[config.mk]
export PLATFORM = sky130hd
export DESIGN_NAME = nmea_position_field_parser_unit_flat
export DESIGN_NICKNAME = d
export VERILOG_FILES = /design/src/npfp_pkg.sv /design/src/npfp_intf.sv /design/src/npfp_parser.sv /design/src/npfp_scale.sv /design/src/npfp_convert.sv /design/src/nmea_position_field_parser_unit.sv /design/src/flat_wrapper.sv
export SDC_FILE = /design/constraint.sdc
export NUM_CORES = 2
export LEC_CHECK = 0
export BUFFER_PORTS_ARGS = -buffer_cell sky130_fd_sc_hd__buf_2
export CAP_MARGIN = 5
export CELL_PAD_IN_SITES_DETAIL_PLACEMENT = 1
export CELL_PAD_IN_SITES_GLOBAL_PLACEMENT = 1
export CORE_MARGIN = 4
export CORE_UTILIZATION = 29
export DETAILED_ROUTE_END_ITERATION = 8
export GPL_TIMING_DRIVEN = 0
export PLACE_DENSITY = 0.57
export REMOVE_ABC_BUFFERS = 1
export SLEW_MARGIN = 15
export SYNTH_ARGS = -nofsm -noshare
export SYNTH_HDL_FRONTEND = slang
export SYNTH_HIERARCHICAL = 1
export SYNTH_SLANG_ARGS = --single-unit
[constraint.sdc]
create_clock -name clock -period 25.1 [get_ports clock]
set_input_delay 1.255 -clock clock [delete_from_list [all_inputs] [get_ports clock]]
set_output_delay 1.255 -clock clock [all_outputs]
set_load 0.1 [all_outputs]
[src/npfp_pkg.sv]
// npfp_pkg: shared constants, field types and the power-of-ten table for the
// nmea position field parser; no dependencies
`default_nettype none

package npfp_pkg;

   // ascii codes
   localparam logic [7:0] CHAR_COMMA = 8'h2C;
   localparam logic [7:0] CHAR_POINT = 8'h2E;
   localparam logic [7:0] CHAR_SPACE = 8'h20;
   localparam logic [7:0] CHAR_BANG  = 8'h21;
   localparam logic [7:0] CHAR_ZERO  = 8'h30;
   localparam logic [7:0] CHAR_NINE  = 8'h39;

   localparam logic [3:0] LAT_COMMAS_RESET = 4'd2;
   localparam logic [3:0] COMMA_COUNT_MAX  = 4'd15;

   // whole-digit rules for ddmm / dddmm
   localparam logic [2:0] WHOLE_DIGITS_SHORT = 3'd4;
   localparam logic [2:0] WHOLE_DIGITS_LONG  = 3'd5;
   localparam logic [2:0] WHOLE_COUNT_CAP    = 3'd7;

   // fixed point conversion
   localparam int FIX_SHIFT          = 24;
   localparam int MINUTES_PER_DEGREE = 60;
   localparam int MINUTE_SPAN        = 100;
   localparam int DEG_W              = 34;

   // value field captured at its closing comma
   typedef struct packed {
      logic [9:0] deg;
      logic [6:0] mm;
      logic [2:0] frac_count;
      logic       bad;
   } raw_field_type;

   // one result leaving the parser
   typedef struct packed {
      raw_field_type lat;
      raw_field_type lon;
      logic [7:0]    lat_letter;
      logic [7:0]    lon_letter;
      logic          found;
   } event_type;

   // per-stage load enables of the conversion pipeline
   typedef struct packed {
      logic mins;
      logic est;
      logic prod;
      logic fin;
   } stage_load_type;

   function automatic logic [23:0] pow_ten(input logic [2:0] n);
      logic [23:0] p;
      case (n)
         3'd0:    p = 24'd1;
         3'd1:    p = 24'd10;
         3'd2:    p = 24'd100;
         3'd3:    p = 24'd1000;
         3'd4:    p = 24'd10000;
         3'd5:    p = 24'd100000;
         3'd6:    p = 24'd1000000;
         default: p = 24'd10000000;
      endcase
      return p;
   endfunction

endpackage

`default_nettype wire

[src/npfp_intf.sv]
// npfp channel interfaces: request bytes, position results, register writes
// depends on nothing
`default_nettype none

interface npfp_req_if;
   logic       valid;
   logic       ready;
   logic [7:0] char_in;
   logic       sentence_first;
   logic       sentence_last;
   modport source (output valid, char_in, sentence_first, sentence_last, input ready);
   modport sink   (input valid, char_in, sentence_first, sentence_last, output ready);
endinterface

interface npfp_rsp_if;
   logic        valid;
   logic        ready;
   logic [33:0] lat_degrees;
   logic [7:0]  lat_hemisphere;
   logic [33:0] lon_degrees;
   logic [7:0]  lon_hemisphere;
   logic        found;
   logic        lat_bad;
   logic        lon_bad;
   modport source (output valid, lat_degrees, lat_hemisphere, lon_degrees, lon_hemisphere,
                   found, lat_bad, lon_bad, input ready);
   modport sink   (input valid, lat_degrees, lat_hemisphere, lon_degrees, lon_hemisphere,
                   found, lat_bad, lon_bad, output ready);
endinterface

interface npfp_csr_if;
   logic       valid;
   logic       ready;
   logic [3:0] data;
   modport source (output valid, data, input ready);
   modport sink   (input valid, data, output ready);
endinterface

`default_nettype wire

[src/npfp_parser.sv]
// npfp_parser: per-byte comma counting and value field scanning, with the
// event register that starts the result pipeline; uses npfp_pkg
`default_nettype none

module npfp_parser import npfp_pkg::*; #(
   parameter int FRAC_DIGITS        = 5,
   parameter int MAX_SENTENCE_BYTES = 100,
   localparam int FRAC_W = $clog2(int'(pow_ten(3'(FRAC_DIGITS)))),
   localparam int POS_W  = $clog2(MAX_SENTENCE_BYTES + 1)
) (
   input  logic              clock,
   input  logic              reset,
   input  logic              in_accept,
   input  logic [7:0]        char_in,
   input  logic              sentence_first,
   input  logic              sentence_last,
   input  logic [3:0]        lat_field_commas,
   output logic              in_ready,
   output logic              ev_valid,
   input  logic              ev_ready,
   output event_type         ev,
   output logic [FRAC_W-1:0] ev_lat_frac,
   output logic [FRAC_W-1:0] ev_lon_frac
);

   localparam raw_field_type RAW_RESET = '{deg: '0, mm: '0, frac_count: '0, bad: 1'b1};

   logic [3:0]        comma_count_ff, comma_count_in;
   logic [POS_W-1:0]  pos_ff, pos_in;
   logic              after_comma_ff, after_comma_in;
   logic              emitted_ff, emitted_in;
   logic [2:0]        wcount_ff, wcount_in;
   logic              past_point_ff, past_point_in;
   logic [2:0]        fcount_ff, fcount_in;
   logic [9:0]        deg_acc_ff, deg_acc_in;
   logic [3:0]        tens_ff, tens_in;
   logic [3:0]        units_ff, units_in;
   logic [FRAC_W-1:0] frac_acc_ff, frac_acc_in;
   logic              field_err_ff, field_err_in;
   raw_field_type     held_lat_ff, held_lat_in;
   logic [FRAC_W-1:0] held_lat_frac_ff, held_lat_frac_in;
   logic [7:0]        held_lat_letter_ff, held_lat_letter_in;
   raw_field_type     held_lon_ff, held_lon_in;
   logic [FRAC_W-1:0] held_lon_frac_ff, held_lon_frac_in;

   logic              ev_valid_ff;
   event_type         ev_ff, ev_in;
   logic [FRAC_W-1:0] ev_lat_frac_ff, ev_lon_frac_ff;

   logic       fire;
   logic       fire_found;
   logic [7:0] lon_letter;
   logic [4:0] lat0, lat1, lat2, lat3, cc5;
   logic       is_digit;
   logic [3:0] digit;
   logic       ev_load;
   raw_field_type fin;

   assign lat0 = {1'b0, lat_field_commas};
   assign lat1 = lat0 + 5'd1;
   assign lat2 = lat0 + 5'd2;
   assign lat3 = lat0 + 5'd3;
   assign is_digit = (char_in >= CHAR_ZERO) && (char_in <= CHAR_NINE);
   assign digit    = 4'(char_in - CHAR_ZERO);

   always_comb begin
      comma_count_in     = comma_count_ff;
      pos_in             = pos_ff;
      after_comma_in     = after_comma_ff;
      emitted_in         = emitted_ff;
      wcount_in          = wcount_ff;
      past_point_in      = past_point_ff;
      fcount_in          = fcount_ff;
      deg_acc_in         = deg_acc_ff;
      tens_in            = tens_ff;
      units_in           = units_ff;
      frac_acc_in        = frac_acc_ff;
      field_err_in       = field_err_ff;
      held_lat_in        = held_lat_ff;
      held_lat_frac_in   = held_lat_frac_ff;
      held_lat_letter_in = held_lat_letter_ff;
      held_lon_in        = held_lon_ff;
      held_lon_frac_in   = held_lon_frac_ff;
      fire       = 1'b0;
      fire_found = 1'b0;
      lon_letter = CHAR_BANG;
      cc5        = '0;
      fin        = RAW_RESET;

      if (sentence_first) begin
         comma_count_in     = '0;
         pos_in             = '0;
         after_comma_in     = 1'b0;
         emitted_in         = 1'b0;
         wcount_in          = '0;
         past_point_in      = 1'b0;
         fcount_in          = '0;
         deg_acc_in         = '0;
         tens_in            = '0;
         units_in           = '0;
         frac_acc_in        = '0;
         field_err_in       = 1'b0;
         held_lat_in        = RAW_RESET;
         held_lat_frac_in   = '0;
         held_lat_letter_in = CHAR_BANG;
         held_lon_in        = RAW_RESET;
         held_lon_frac_in   = '0;
      end

      if (!emitted_in) begin
         if (pos_in < POS_W'(MAX_SENTENCE_BYTES)) begin
            pos_in = pos_in + POS_W'(1);
            cc5 = {1'b0, comma_count_in};
            // letter byte right after a comma
            if (after_comma_in) begin
               after_comma_in = 1'b0;
               if (cc5 == lat1) held_lat_letter_in = char_in;
               if (cc5 == lat3) begin
                  fire       = 1'b1;
                  fire_found = 1'b1;
                  lon_letter = char_in;
               end
            end
            if (!fire) begin
               if (char_in == CHAR_COMMA) begin
                  if (comma_count_in != COMMA_COUNT_MAX) begin
                     comma_count_in = comma_count_in + 4'd1;
                     after_comma_in = 1'b1;
                     cc5 = {1'b0, comma_count_in};
                     fin.deg        = deg_acc_in;
                     fin.mm         = 7'(7'({3'b0, tens_in}) * 7'd10) + 7'({3'b0, units_in});
                     fin.frac_count = fcount_in;
                     fin.bad        = field_err_in || !past_point_in ||
                                      !((wcount_in == WHOLE_DIGITS_SHORT) ||
                                        (wcount_in == WHOLE_DIGITS_LONG));
                     if (cc5 == lat1) begin
                        held_lat_in      = fin;
                        held_lat_frac_in = frac_acc_in;
                     end
                     if (cc5 == lat3) begin
                        held_lon_in      = fin;
                        held_lon_frac_in = frac_acc_in;
                     end
                     if ((cc5 == lat0) || (cc5 == lat2)) begin
                        wcount_in     = '0;
                        past_point_in = 1'b0;
                        fcount_in     = '0;
                        deg_acc_in    = '0;
                        tens_in       = '0;
                        units_in      = '0;
                        frac_acc_in   = '0;
                        field_err_in  = 1'b0;
                     end
                  end
               end else if (((cc5 == lat0) || (cc5 == lat2)) && (char_in != CHAR_SPACE)) begin
                  if (is_digit) begin
                     if (!past_point_in) begin
                        // keep the last two whole digits apart from the degrees
                        if (wcount_in < WHOLE_DIGITS_LONG) begin
                           deg_acc_in = 10'(deg_acc_in * 10'd10) + 10'({6'b0, tens_in});
                           tens_in    = units_in;
                           units_in   = digit;
                        end
                        if (wcount_in != WHOLE_COUNT_CAP) wcount_in = wcount_in + 3'd1;
                     end else if (fcount_in < 3'(FRAC_DIGITS)) begin
                        frac_acc_in = FRAC_W'(frac_acc_in * FRAC_W'(10)) + FRAC_W'(digit);
                        fcount_in   = fcount_in + 3'd1;
                     end
                  end else if (char_in == CHAR_POINT) begin
                     if (past_point_in) field_err_in = 1'b1;
                     past_point_in = 1'b1;
                  end else begin
                     field_err_in = 1'b1;
                  end
               end
            end
         end
         if (!fire && sentence_last) fire = 1'b1;
      end

      if (fire) emitted_in = 1'b1;

      ev_in.lat        = held_lat_in;
      ev_in.lon        = held_lon_in;
      ev_in.lat_letter = held_lat_letter_in;
      ev_in.lon_letter = lon_letter;
      ev_in.found      = fire_found;
   end

   assign ev_load  = !ev_valid_ff || ev_ready;
   assign in_ready = ev_load;

   always_ff @(posedge clock) begin
      if (reset) begin
         comma_count_ff     <= '0;
         pos_ff             <= '0;
         after_comma_ff     <= 1'b0;
         emitted_ff         <= 1'b0;
         wcount_ff          <= '0;
         past_point_ff      <= 1'b0;
         fcount_ff          <= '0;
         deg_acc_ff         <= '0;
         tens_ff            <= '0;
         units_ff           <= '0;
         frac_acc_ff        <= '0;
         field_err_ff       <= 1'b0;
         held_lat_ff        <= RAW_RESET;
         held_lat_frac_ff   <= '0;
         held_lat_letter_ff <= CHAR_BANG;
         held_lon_ff        <= RAW_RESET;
         held_lon_frac_ff   <= '0;
      end else if (in_accept) begin
         comma_count_ff     <= comma_count_in;
         pos_ff             <= pos_in;
         after_comma_ff     <= after_comma_in;
         emitted_ff         <= emitted_in;
         wcount_ff          <= wcount_in;
         past_point_ff      <= past_point_in;
         fcount_ff          <= fcount_in;
         deg_acc_ff         <= deg_acc_in;
         tens_ff            <= tens_in;
         units_ff           <= units_in;
         frac_acc_ff        <= frac_acc_in;
         field_err_ff       <= field_err_in;
         held_lat_ff        <= held_lat_in;
         held_lat_frac_ff   <= held_lat_frac_in;
         held_lat_letter_ff <= held_lat_letter_in;
         held_lon_ff        <= held_lon_in;
         held_lon_frac_ff   <= held_lon_frac_in;
      end
   end

   always_ff @(posedge clock) begin
      if (reset) begin
         ev_valid_ff <= 1'b0;
      end else if (ev_load) begin
         ev_valid_ff <= in_accept && fire;
      end
   end

   always_ff @(posedge clock) begin
      if (ev_load) begin
         ev_ff          <= ev_in;
         ev_lat_frac_ff <= held_lat_frac_in;
         ev_lon_frac_ff <= held_lon_frac_in;
      end
   end

   assign ev_valid    = ev_valid_ff;
   assign ev          = ev_ff;
   assign ev_lat_frac = ev_lat_frac_ff;
   assign ev_lon_frac = ev_lon_frac_ff;

endmodule

`default_nettype wire

[src/npfp_scale.sv]
// npfp_scale: four-stage datapath turning a captured ddmm.mmmm field into
// degrees in units of 2^-24 by reciprocal multiply and one correction; uses npfp_pkg
`default_nettype none

module npfp_scale import npfp_pkg::*; #(
   parameter int FRAC_DIGITS = 5,
   localparam int FRAC_W = $clog2(int'(pow_ten(3'(FRAC_DIGITS))))
) (
   input  logic              clock,
   input  stage_load_type    load,
   input  raw_field_type     raw,
   input  logic [FRAC_W-1:0] frac,
   output logic [DEG_W-1:0]  degrees,
   output logic              bad
);

   localparam logic [63:0] POW_FD  = 64'(pow_ten(3'(FRAC_DIGITS)));
   localparam logic [63:0] DEN     = 64'(MINUTES_PER_DEGREE) * POW_FD;
   localparam int          MINS_W  = $clog2(64'(MINUTE_SPAN) * POW_FD);
   localparam logic [63:0] RECIP   = (64'd1 << (FIX_SHIFT + MINS_W)) / DEN;
   localparam int          RECIP_W = $clog2(RECIP + 64'd1);
   localparam int          PROD_W  = MINS_W + RECIP_W;
   localparam int          QUOT_W  =
      $clog2(((64'(MINUTE_SPAN) << FIX_SHIFT) / 64'(MINUTES_PER_DEGREE)) + 64'd1);
   localparam int          NUM_W   = MINS_W + FIX_SHIFT;

   logic [MINS_W-1:0] mins_ff, mins_in, mins2_ff, mins3_ff;
   logic [9:0]        deg1_ff, deg2_ff, deg3_ff;
   logic              bad1_ff, bad2_ff, bad3_ff;
   logic [PROD_W-1:0] prod;
   logic [QUOT_W-1:0] quot_ff, quot_in, quot3_ff, quot_fix;
   logic [NUM_W-1:0]  qd_ff, qd_in, rem;
   logic [DEG_W-1:0]  degrees_ff, degrees_in;
   logic              bad_ff;

   // minutes scaled to FRAC_DIGITS fraction digits
   assign mins_in = MINS_W'(64'(raw.mm) * POW_FD +
                            64'(frac) * 64'(pow_ten(3'(FRAC_DIGITS) - raw.frac_count)));

   // estimate is the true quotient or one below it
   assign prod    = PROD_W'(mins_ff) * PROD_W'(RECIP);
   assign quot_in = QUOT_W'(prod >> MINS_W);

   assign qd_in = NUM_W'(quot_ff) * NUM_W'(DEN);

   assign rem        = (NUM_W'(mins3_ff) << FIX_SHIFT) - qd_ff;
   assign quot_fix   = quot3_ff + QUOT_W'(rem >= NUM_W'(DEN));
   assign degrees_in = bad3_ff ? '0 : (DEG_W'(deg3_ff) << FIX_SHIFT) + DEG_W'(quot_fix);

   always_ff @(posedge clock) begin
      if (load.mins) begin
         mins_ff <= mins_in;
         deg1_ff <= raw.deg;
         bad1_ff <= raw.bad;
      end
      if (load.est) begin
         quot_ff  <= quot_in;
         mins2_ff <= mins_ff;
         deg2_ff  <= deg1_ff;
         bad2_ff  <= bad1_ff;
      end
      if (load.prod) begin
         qd_ff    <= qd_in;
         quot3_ff <= quot_ff;
         mins3_ff <= mins2_ff;
         deg3_ff  <= deg2_ff;
         bad3_ff  <= bad2_ff;
      end
      if (load.fin) begin
         degrees_ff <= degrees_in;
         bad_ff     <= bad3_ff;
      end
   end

   assign degrees = degrees_ff;
   assign bad     = bad_ff;

endmodule

`default_nettype wire

[src/npfp_convert.sv]
// npfp_convert: valid/ready chain of the conversion pipeline, two field
// datapaths and the result register; uses npfp_pkg, npfp_scale, npfp_rsp_if
`default_nettype none

module npfp_convert import npfp_pkg::*; #(
   parameter int FRAC_DIGITS = 5,
   localparam int FRAC_W = $clog2(int'(pow_ten(3'(FRAC_DIGITS))))
) (
   input  logic              clock,
   input  logic              reset,
   input  logic              ev_valid,
   output logic              ev_ready,
   input  event_type         ev,
   input  logic [FRAC_W-1:0] ev_lat_frac,
   input  logic [FRAC_W-1:0] ev_lon_frac,
   npfp_rsp_if.source        rsp
);

   localparam int STAGES = 4;

   logic [STAGES-1:0] valid_ff;
   logic [STAGES-1:0] can_load;
   stage_load_type    load;
   event_type         meta_ff [STAGES];
   logic              lat_bad, lon_bad;
   logic [DEG_W-1:0]  lat_deg, lon_deg;

   // a stage may load when empty or when the stage after it moves
   always_comb begin
      can_load[STAGES-1] = !valid_ff[STAGES-1] || rsp.ready;
      for (int k = STAGES - 2; k >= 0; k--) begin
         can_load[k] = !valid_ff[k] || can_load[k+1];
      end
   end

   assign load     = '{mins: can_load[0], est: can_load[1], prod: can_load[2],
                       fin: can_load[3]};
   assign ev_ready = can_load[0];

   always_ff @(posedge clock) begin
      if (reset) begin
         valid_ff <= '0;
      end else begin
         if (can_load[0]) valid_ff[0] <= ev_valid;
         for (int k = 1; k < STAGES; k++) begin
            if (can_load[k]) valid_ff[k] <= valid_ff[k-1];
         end
      end
   end

   always_ff @(posedge clock) begin
      if (can_load[0]) meta_ff[0] <= ev;
      for (int k = 1; k < STAGES; k++) begin
         if (can_load[k]) meta_ff[k] <= meta_ff[k-1];
      end
   end

   npfp_scale #(.FRAC_DIGITS(FRAC_DIGITS)) u_lat_scale (
      .clock   (clock),
      .load    (load),
      .raw     (ev.lat),
      .frac    (ev_lat_frac),
      .degrees (lat_deg),
      .bad     (lat_bad)
   );

   npfp_scale #(.FRAC_DIGITS(FRAC_DIGITS)) u_lon_scale (
      .clock   (clock),
      .load    (load),
      .raw     (ev.lon),
      .frac    (ev_lon_frac),
      .degrees (lon_deg),
      .bad     (lon_bad)
   );

   assign rsp.valid          = valid_ff[STAGES-1];
   assign rsp.lat_degrees    = lat_deg;
   assign rsp.lat_hemisphere = meta_ff[STAGES-1].lat_letter;
   assign rsp.lon_degrees    = lon_deg;
   assign rsp.lon_hemisphere = meta_ff[STAGES-1].lon_letter;
   assign rsp.found          = meta_ff[STAGES-1].found;
   assign rsp.lat_bad        = lat_bad;
   assign rsp.lon_bad        = lon_bad;

endmodule

`default_nettype wire

[src/nmea_position_field_parser_unit.sv]
// nmea_position_field_parser_unit: top level of the latitude/longitude parser
// uses npfp_pkg, the npfp channel interfaces, npfp_parser and npfp_convert
//
//   channel  | dir | handshake      | carries
//   ---------+-----+----------------+---------------------------------------------
//   req_ch   | in  | valid / ready  | char_in, sentence_first, sentence_last
//   rsp_ch   | out | valid / ready  | lat/lon degrees, hemispheres, found, bad flags
//   csr_ch   | in  | valid / ready  | data = lat_field_commas (4 bits)
//
// one sentence byte is taken every cycle while req_ch.ready is high; all per-byte
// work is a compare, a digit multiply-add and a field capture, done between the
// input and event registers; a result transaction reaches rsp_ch through the
// event register, then minutes scaling, reciprocal multiply, back multiply and
// the correction/result register; every stage has its own valid, so bytes keep
// flowing into empty stages while a result waits on rsp_ch.ready; the input stalls
// only when the whole chain is full
// synchronous reset empties the pipeline, clears the parse state and sets the
// comma target to 2; csr_ch is always ready

`default_nettype none

module nmea_position_field_parser_unit import npfp_pkg::*; #(
   parameter int FRAC_DIGITS        = 5,
   parameter int MAX_SENTENCE_BYTES = 100
) (
   input  logic       clock,
   input  logic       reset,
   npfp_req_if.sink   req_ch,
   npfp_rsp_if.source rsp_ch,
   npfp_csr_if.sink   csr_ch
);

   localparam int FRAC_W = $clog2(int'(pow_ten(3'(FRAC_DIGITS))));

   logic [3:0]        lat_field_commas_ff;
   logic              in_accept;
   logic              in_ready;
   logic              ev_valid;
   logic              ev_ready;
   event_type         ev;
   logic [FRAC_W-1:0] ev_lat_frac;
   logic [FRAC_W-1:0] ev_lon_frac;

   // comma target register; the user must write it only while the block is idle, the block does not enforce it
   assign csr_ch.ready = 1'b1;

   always_ff @(posedge clock) begin
      if (reset) begin
         lat_field_commas_ff <= LAT_COMMAS_RESET;
      end else if (csr_ch.valid) begin
         lat_field_commas_ff <= csr_ch.data;
      end
   end

   // a byte transaction completes when the event register can take a result
   assign req_ch.ready = in_ready;
   assign in_accept    = req_ch.valid && in_ready;

   // comma counting, value field scan, hemisphere capture
   npfp_parser #(
      .FRAC_DIGITS        (FRAC_DIGITS),
      .MAX_SENTENCE_BYTES (MAX_SENTENCE_BYTES)
   ) u_parser (
      .clock            (clock),
      .reset            (reset),
      .in_accept        (in_accept),
      .char_in          (req_ch.char_in),
      .sentence_first   (req_ch.sentence_first),
      .sentence_last    (req_ch.sentence_last),
      .lat_field_commas (lat_field_commas_ff),
      .in_ready         (in_ready),
      .ev_valid         (ev_valid),
      .ev_ready         (ev_ready),
      .ev               (ev),
      .ev_lat_frac      (ev_lat_frac),
      .ev_lon_frac      (ev_lon_frac)
   );

   // degrees-minutes to 2^-24 degree conversion and the result register
   npfp_convert #(.FRAC_DIGITS(FRAC_DIGITS)) u_convert (
      .clock       (clock),
      .reset       (reset),
      .ev_valid    (ev_valid),
      .ev_ready    (ev_ready),
      .ev          (ev),
      .ev_lat_frac (ev_lat_frac),
      .ev_lon_frac (ev_lon_frac),
      .rsp         (rsp_ch)
   );

endmodule

`default_nettype wire

[src/flat_wrapper.sv]
// flat-port wrapper written by rule: the top's interface ports become plain ports
module nmea_position_field_parser_unit_flat import npfp_pkg::*;
#(
   parameter int FRAC_DIGITS        = 5,
   parameter int MAX_SENTENCE_BYTES = 100
)
  (clock, reset, req_ch_valid, req_ch_char_in, req_ch_sentence_first, req_ch_sentence_last, req_ch_ready, rsp_ch_valid, rsp_ch_lat_degrees, rsp_ch_lat_hemisphere, rsp_ch_lon_degrees, rsp_ch_lon_hemisphere, rsp_ch_found, rsp_ch_lat_bad, rsp_ch_lon_bad, rsp_ch_ready, csr_ch_valid, csr_ch_data, csr_ch_ready);
  npfp_req_if req_ch_i ();
  npfp_rsp_if rsp_ch_i ();
  npfp_csr_if csr_ch_i ();
  input  logic clock;
  input  logic reset;
  input wire logic [$bits(req_ch_i.valid)-1:0] req_ch_valid;
  input wire logic [$bits(req_ch_i.char_in)-1:0] req_ch_char_in;
  input wire logic [$bits(req_ch_i.sentence_first)-1:0] req_ch_sentence_first;
  input wire logic [$bits(req_ch_i.sentence_last)-1:0] req_ch_sentence_last;
  output wire logic [$bits(req_ch_i.ready)-1:0] req_ch_ready;
  output wire logic [$bits(rsp_ch_i.valid)-1:0] rsp_ch_valid;
  output wire logic [$bits(rsp_ch_i.lat_degrees)-1:0] rsp_ch_lat_degrees;
  output wire logic [$bits(rsp_ch_i.lat_hemisphere)-1:0] rsp_ch_lat_hemisphere;
  output wire logic [$bits(rsp_ch_i.lon_degrees)-1:0] rsp_ch_lon_degrees;
  output wire logic [$bits(rsp_ch_i.lon_hemisphere)-1:0] rsp_ch_lon_hemisphere;
  output wire logic [$bits(rsp_ch_i.found)-1:0] rsp_ch_found;
  output wire logic [$bits(rsp_ch_i.lat_bad)-1:0] rsp_ch_lat_bad;
  output wire logic [$bits(rsp_ch_i.lon_bad)-1:0] rsp_ch_lon_bad;
  input wire logic [$bits(rsp_ch_i.ready)-1:0] rsp_ch_ready;
  input wire logic [$bits(csr_ch_i.valid)-1:0] csr_ch_valid;
  input wire logic [$bits(csr_ch_i.data)-1:0] csr_ch_data;
  output wire logic [$bits(csr_ch_i.ready)-1:0] csr_ch_ready;
  assign req_ch_i.valid = req_ch_valid;
  assign req_ch_i.char_in = req_ch_char_in;
  assign req_ch_i.sentence_first = req_ch_sentence_first;
  assign req_ch_i.sentence_last = req_ch_sentence_last;
  assign req_ch_ready = req_ch_i.ready;
  assign rsp_ch_valid = rsp_ch_i.valid;
  assign rsp_ch_lat_degrees = rsp_ch_i.lat_degrees;
  assign rsp_ch_lat_hemisphere = rsp_ch_i.lat_hemisphere;
  assign rsp_ch_lon_degrees = rsp_ch_i.lon_degrees;
  assign rsp_ch_lon_hemisphere = rsp_ch_i.lon_hemisphere;
  assign rsp_ch_found = rsp_ch_i.found;
  assign rsp_ch_lat_bad = rsp_ch_i.lat_bad;
  assign rsp_ch_lon_bad = rsp_ch_i.lon_bad;
  assign rsp_ch_i.ready = rsp_ch_ready;
  assign csr_ch_i.valid = csr_ch_valid;
  assign csr_ch_i.data = csr_ch_data;
  assign csr_ch_ready = csr_ch_i.ready;
  nmea_position_field_parser_unit #(.FRAC_DIGITS(FRAC_DIGITS), .MAX_SENTENCE_BYTES(MAX_SENTENCE_BYTES)) u_core (.clock(clock), .reset(reset), .req_ch(req_ch_i), .rsp_ch(rsp_ch_i), .csr_ch(csr_ch_i));
endmodule
# --- Word level (Yosys, flattened, before mapping) ---
# Memories as Yosys holds them, arrays and structs flattened.
# Index checks and enable logic that the tools add are counted.
# W data, S select, Z words.
word_totals:
  reg_bits: 704
  ram_bits: 236
  in_bits: 19
  out_inout_bits: 90
  word_cells: 322
  mem_count: 1
op_classes:
  add_sub_neg: 21
  mul: 11
  magnitude_cmp: 7
  eq_ne: 27
  muxes: 155
  bitwise_logic: 3
  reduce_logical: 27
mem_list:
  columns: ["name", "depth", "width", "rd", "rd_ports_with_merged_regs", "wr", "line_no", "text"]
  rows:
  - ["u_core.u_convert.meta_ff", 4, 59, 4, 0, 4, "npfp_convert.sv:24", "event_type meta_ff [STAGES];"]
op_table:
  columns: ["operator", "n"]
  rows:
  - ["$mux W17", 25]
  - ["$pmux W24 S7", 2]
  - ["$mux W21", 14]
  - ["$mux W4", 28]
  - ["$mux W10", 11]
  - ["$ge A48 B23 Y1 const B", 2]
  - ["$sub A48 B48 Y48", 2]
  - ["$mul A24 B22 Y45 const B", 2]
  - ["$mul A25 B16 Y41 const B", 2]
  - ["$add A34 B25 Y34", 2]
  - ["$mux W3", 22]
  - ["$add A25 B1 Y25", 2]
  - ["$add A24 B24 Y24", 2]
  - ["$mul A17 B24 Y24", 2]
  - ["$mux W1", 45]
  - ["$mux W8", 5]
  - ["$mul A7 B12 Y19 const B", 2]
  - ["$eq A4 B5 Y1", 6]
  - ["$eq A3 B3 Y1 const B", 8]
  - ["$mux W7", 3]
  - ["$add A17 B4 Y17", 1]
  - ["$mul A17 B3 Y16 const B", 1]
  - ["$eq A8 B6 Y1 const B", 2]
  - ["$eq A3 B2 Y1 const B", 4]
  - ["other kinds (27)", 56]

# --- Logic depth before layout (Yosys ltp) ---
logic_depth:
  word_depth: 13
  ltp_mapped: 33
  ltp_nobuf: 33

# --- By module ---
# The synthesis kept the hierarchy.
modules_own_cells:
  columns: ["mod", "n_inst", "cells_per_inst", "area_each_um2", "seq_area_each_um2"]
  rows:
  - ["npfp_scale at u_core.u_convert.u_lat_scale", 1, 3493, 36636.4, 6906.6]
  - ["npfp_scale at u_core.u_convert.u_lon_scale", 1, 3411, 36119.6, 6906.6]
  - ["npfp_parser", 1, 1196, 12114.1, 5615.4]
  - ["npfp_convert", 1, 84, 2202.1, 2122.0]
  - ["nmea_position_field_parser_unit", 1, 16, 161.4, 80.1]

# --- Worst setup path before layout ---
# OpenSTA, ideal clock, no wires.
synth_path:
  kind: "input to register"
  start: "in rsp_ch_ready"
  end: "reg u_core.u_parser.held_lat_frac_ff[15]"
  setup_ns: 0.060
  arrival_time_ns: 10.420
  required_time_ns: 25.040
  path_slack_ns: 14.620
  path_stages: 10
  path_buffers: 2
  path_cell_list: "nand4b_2 or2_1 nand2b_1 and2_1 inv_1 clkbuf_1 nor2_1 nor2_1 clkbuf_1 a22o_1"
synth_between:
  elab_chain_len: 6
synth_lines:
  columns: ["element", "line_no", "text"]
  rows:
  - ["from (decl)", "flat_wrapper.sv:26", "input wire logic [$bits(rsp_ch_i.ready)-1:0] rsp_ch_ready;"]
  - ["$logic_or A1 B1 Y1", "npfp_convert.sv:30", "can_load[STAGES-1] = !valid_ff[STAGES-1] || rsp.ready;"]
  - ["$logic_or A1 B1 Y1 (3 in series)", "npfp_convert.sv:32", "can_load[k] = !valid_ff[k] || can_load[k+1];"]
  - ["via u_core.ev_ready", "nmea_position_field_parser_unit.sv:39", "logic ev_ready;"]
  - ["$logic_or A1 B1 Y1", "npfp_parser.sv:190", "assign ev_load = !ev_valid_ff || ev_ready;"]
  - ["via req_ch_ready", "flat_wrapper.sv:17", "output wire logic [$bits(req_ch_i.ready)-1:0] req_ch_ready;"]
  - ["$logic_and A1 B1 Y1", "nmea_position_field_parser_unit.sv:57", "assign in_accept = req_ch.valid && in_ready;"]
  - ["via u_core.in_accept", "nmea_position_field_parser_unit.sv:36", "logic in_accept;"]
  - ["to (signal assigned)", "npfp_parser.sv:226", "held_lat_frac_ff <= held_lat_frac_in;"]
  - ["to (decl)", "npfp_parser.sv:41", "logic [FRAC_W-1:0] held_lat_frac_ff, held_lat_frac_in;"]
# The timed path passes the listed nets, and every way through them passes these cells.
# A chain may end at the register's enable or synchronous reset.

# --- Worst setup path after layout ---
layout_path:
  start: "reg u_core.u_parser.ev_ff (netlist bit u_core/u_parser/ev[22])"
  end: "reg u_core.u_convert.u_lon_scale.mins_ff[23], data pin"
layout_between:
  elab_chain_len: 2
layout_lines:
  columns: ["element", "line_no", "text"]
  rows:
  - ["from (decl)", "npfp_parser.sv:47", "event_type ev_ff, ev_in;"]
  - ["from (signal assigned)", "npfp_parser.sv:243", "ev_ff <= ev_in;"]
  - ["$mul A7 B12 Y19", "npfp_scale.sv:37", "assign mins_in = MINS_W'(64'(raw.mm) * POW_FD +"]
  - ["$add A24 B24 Y24", "npfp_scale.sv:37", null]
  - ["via u_core.u_convert.u_lon_scale.mins_in[23]", "npfp_scale.sv:27", "logic [MINS_W-1:0] mins_ff, mins_in, mins2_ff, mins3_ff;"]
  - ["to (signal assigned)", "npfp_scale.sv:52", "mins_ff <= mins_in;"]
  - ["to (decl)", "npfp_scale.sv:27", null]
# The timed path passes the listed nets, and every way through them passes these cells.

==> out/results.ini <==
[sta]
tightest_slew_ps = 1130
rsz0062_at_grt = no
finalCritPeriodShare = 0.356
slew_violations = 0
hold_viol_final = 0
setup_viol = 0
tns_ps = 0
fin_skew_ps = 73.0
whs_ps = 404
max_slew_margin = 0.244
max_freq_ghz = 0.112
period_minus_slack_ps = 8930

[floorplan]
die_x_um = 556
initial_core_util = 0.291
ios = 109
die_h_um = 556
core-area_mm2 = 0.300
fp-row-count = 201
dieArea_mm2 = 0.310

[logic_synthesis]
netlist.area_leader.share = 0.288
synth_top_area_cell = fa_1
syn_area_mm2 = 0.0872
yosys_warnings = 6
synth_ff_type = edfxtp_1
synth.distinct_cells = 109
synth_enable_flop_cells = 621
async_flop_share = 0
yosys-top-cells-area = fa_1 29%, edfxtp_1 21%, ha_1 16%
syn_area_per_cell_um2 = 10.6
syn_inst = 8200
ys_seq_area_frac = 0.248
ys_ff_latch = 770

[pwr]
p_leak_uw = 0.0479
p_total_uw = 2890
irDropWorstVdd_v = 0.0000497
power_density_mw_per_mm2 = 30.0

[critical_path]
r2r_slack_ps = 16170
critPathBufInv = 2
cp_max_fo = 4
end_kind = register
startpoint_type = register
cp_top_family = adder cells
crit_top_cell = xnor2_1
worstPathRequired_ps = 25520
crit_arrival_ps = 9350
critical_path_class = reg2reg
critical_path.max_stage_delay_ps = 590
critPathSlowestCell = fa_1

[clock_network]
cts_setup_buffers = 0
clock-root-buffer = clkbuf_16
cts-buffers-inserted = 96
tritoncts = done
h-tree-depth = 3
clock_sinks = 770
path_clk_slew_ps = 70
clockBufferDepth = 3
cts_resized = 0
clk_latency_ps = 760
cts-hold-fix-buffers = 0

[min_path]
hold_class = reg2reg

[detailed_routing]
dr.pass1.iters = 5
num_vias = 57051
drt_iter0_markers = 2160
routed_wl_mm = 237
wire_per_inst_um = 19.2
postRouteAntennaNets = 0
vias_per_cell = 4.62
route.detailed.drc = 0

[global_routing]
antenna_found_initial = 3
overflow = 0
grt_max_degree = 68
gr-usage-all-layers = 0.155
grt_first_pass_wirelength_mm = 378
grt_pass1_vias = 65070

[final_layout]
nNetsFinal = 10715
final_common_cell = inv_1
syn2layout_area_growth_pct = 10.5
final_cell_mix = 1916 x inv_1, 1257 x fa_1, 1142 x ha_1
multi_input_area_mm2 = 0.0579
regArea_mm2 = 0.0216
final.fill_count = 33532
drive_gt1_frac = 0.0512
final_cells = 12339
final_area_mm2 = 0.0964

[status]
status = finished clean

[placed_design]
placed_cells = 12157
placement.cell_area_mm2 = 0.0930
dp_hpwl_mm = 197
gp_congestion = 0.853
portBuffers = 107

[job]
cap_viol_max_count = 0

## metrics by stage
| stage | worst slack, ps | utilization |
|---|---|---|
| after detailed placement | 15990 | 0.311 |
| after global placement | 7570 | 0.307 |
| after global routing | 15410 | 0.322 |
| after floorplan | 13590 | - |
| after CTS | 15930 | 0.322 |
| final | 16170 | 0.322 |
## final cells by class
class                      count  share of cell area
timing repair buffer         164              0.0142
inverter                    1922              0.0748
sequential                   770               0.224
clock inverter                66             0.00899
multi-input combinational   5343               0.600
tap                         3958              0.0514
antenna                        1           0.0000260
clock buffer                 115              0.0261
## routing by layer
metal / vias to the layer above / global-route usage / share of wire
met3: 215 / 0.0142 / 0.022
met1: 29522 / 0.203 / 0.45
met4: 2 / 0.0299 / 0.019
li1: 26738 / - / -
met2: 574 / 0.280 / 0.51
met5: - / 0 / 0.000051
## path summary, 6_finish.rpt
kind | depth (start not counted) | end | start
setup / recovery | 31 | u_core/u_convert/u_lon_scale/mins_ff[23]$_DFFE_PP_ | u_core/u_parser/ev[22]$_DFFE_PP_
hold / removal | 0 | u_core/u_convert/u_lat_scale/deg1_ff[7]$_DFFE_PP_ | u_core/u_parser/ev[56]$_DFFE_PP_
setup reg to reg | 31 | u_core/u_convert/u_lon_scale/mins_ff[23]$_DFFE_PP_ | u_core/u_parser/ev[22]$_DFFE_PP_
hold reg to reg | 0 | u_core/u_convert/u_lat_scale/deg1_ff[7]$_DFFE_PP_ | u_core/u_parser/ev[56]$_DFFE_PP_
## synthesized netlist by cell type, drive strengths merged, types with 94 or more instances
master and number:
ha 1142, o21ai 164, and2 234, xor2 135, a22o 101, nor2 338
inv 1921, nor2b 100, nor3 94, nand2 440, a21oi 239, fa 1257
clkbuf 139, dfxtp 149, xnor2 242, edfxtp 621
## state kept, by name, summed over array words and instances (netlist names), 34 cells and up
| name | flops |
|---|---|
| u_core/u_convert/meta_ff | 68 |
| u_core/u_parser/ev | 59 |
| u_core/u_convert/u_lat_scale/qd_ff | 40 |
| u_core/u_convert/u_lon_scale/qd_ff | 40 |
| u_core/u_convert/u_lat_scale/degrees | 34 |
| u_core/u_convert/u_lon_scale/degrees | 34 |
## power breakdown
group	internal (uW)	leakage, uW	switching, uW
clock	848	0.00162	623
combinational	14.2	0.0375	39.5
sequential	1360	0.00873	2.76
## worst register-to-register path: cells and delay by family, from the launching register on
family          cells  cell delay (ps)
compound gates      8             1780
buf+inv             2               90
simple gates        1              130
flops               1              480
xor+xnor           10             2000
fa+ha+maj          10             4130
## kinds of logic (layout without fill, tap and decap cells)
group           after synthesis  after routing  share of synthesized area
fa+ha+maj                  2400           2400                      0.452
buf+inv                    2087           2267                     0.0904
xor+xnor                    381            381                     0.0389
compound gates              912            912                     0.0713
flops                       770            770                      0.248
simple gates               1585           1585                     0.0914
other cells                   1              2                  0.0000430
mux                          64             64                    0.00754
Note: power is estimated with default switching activity, not from simulation.
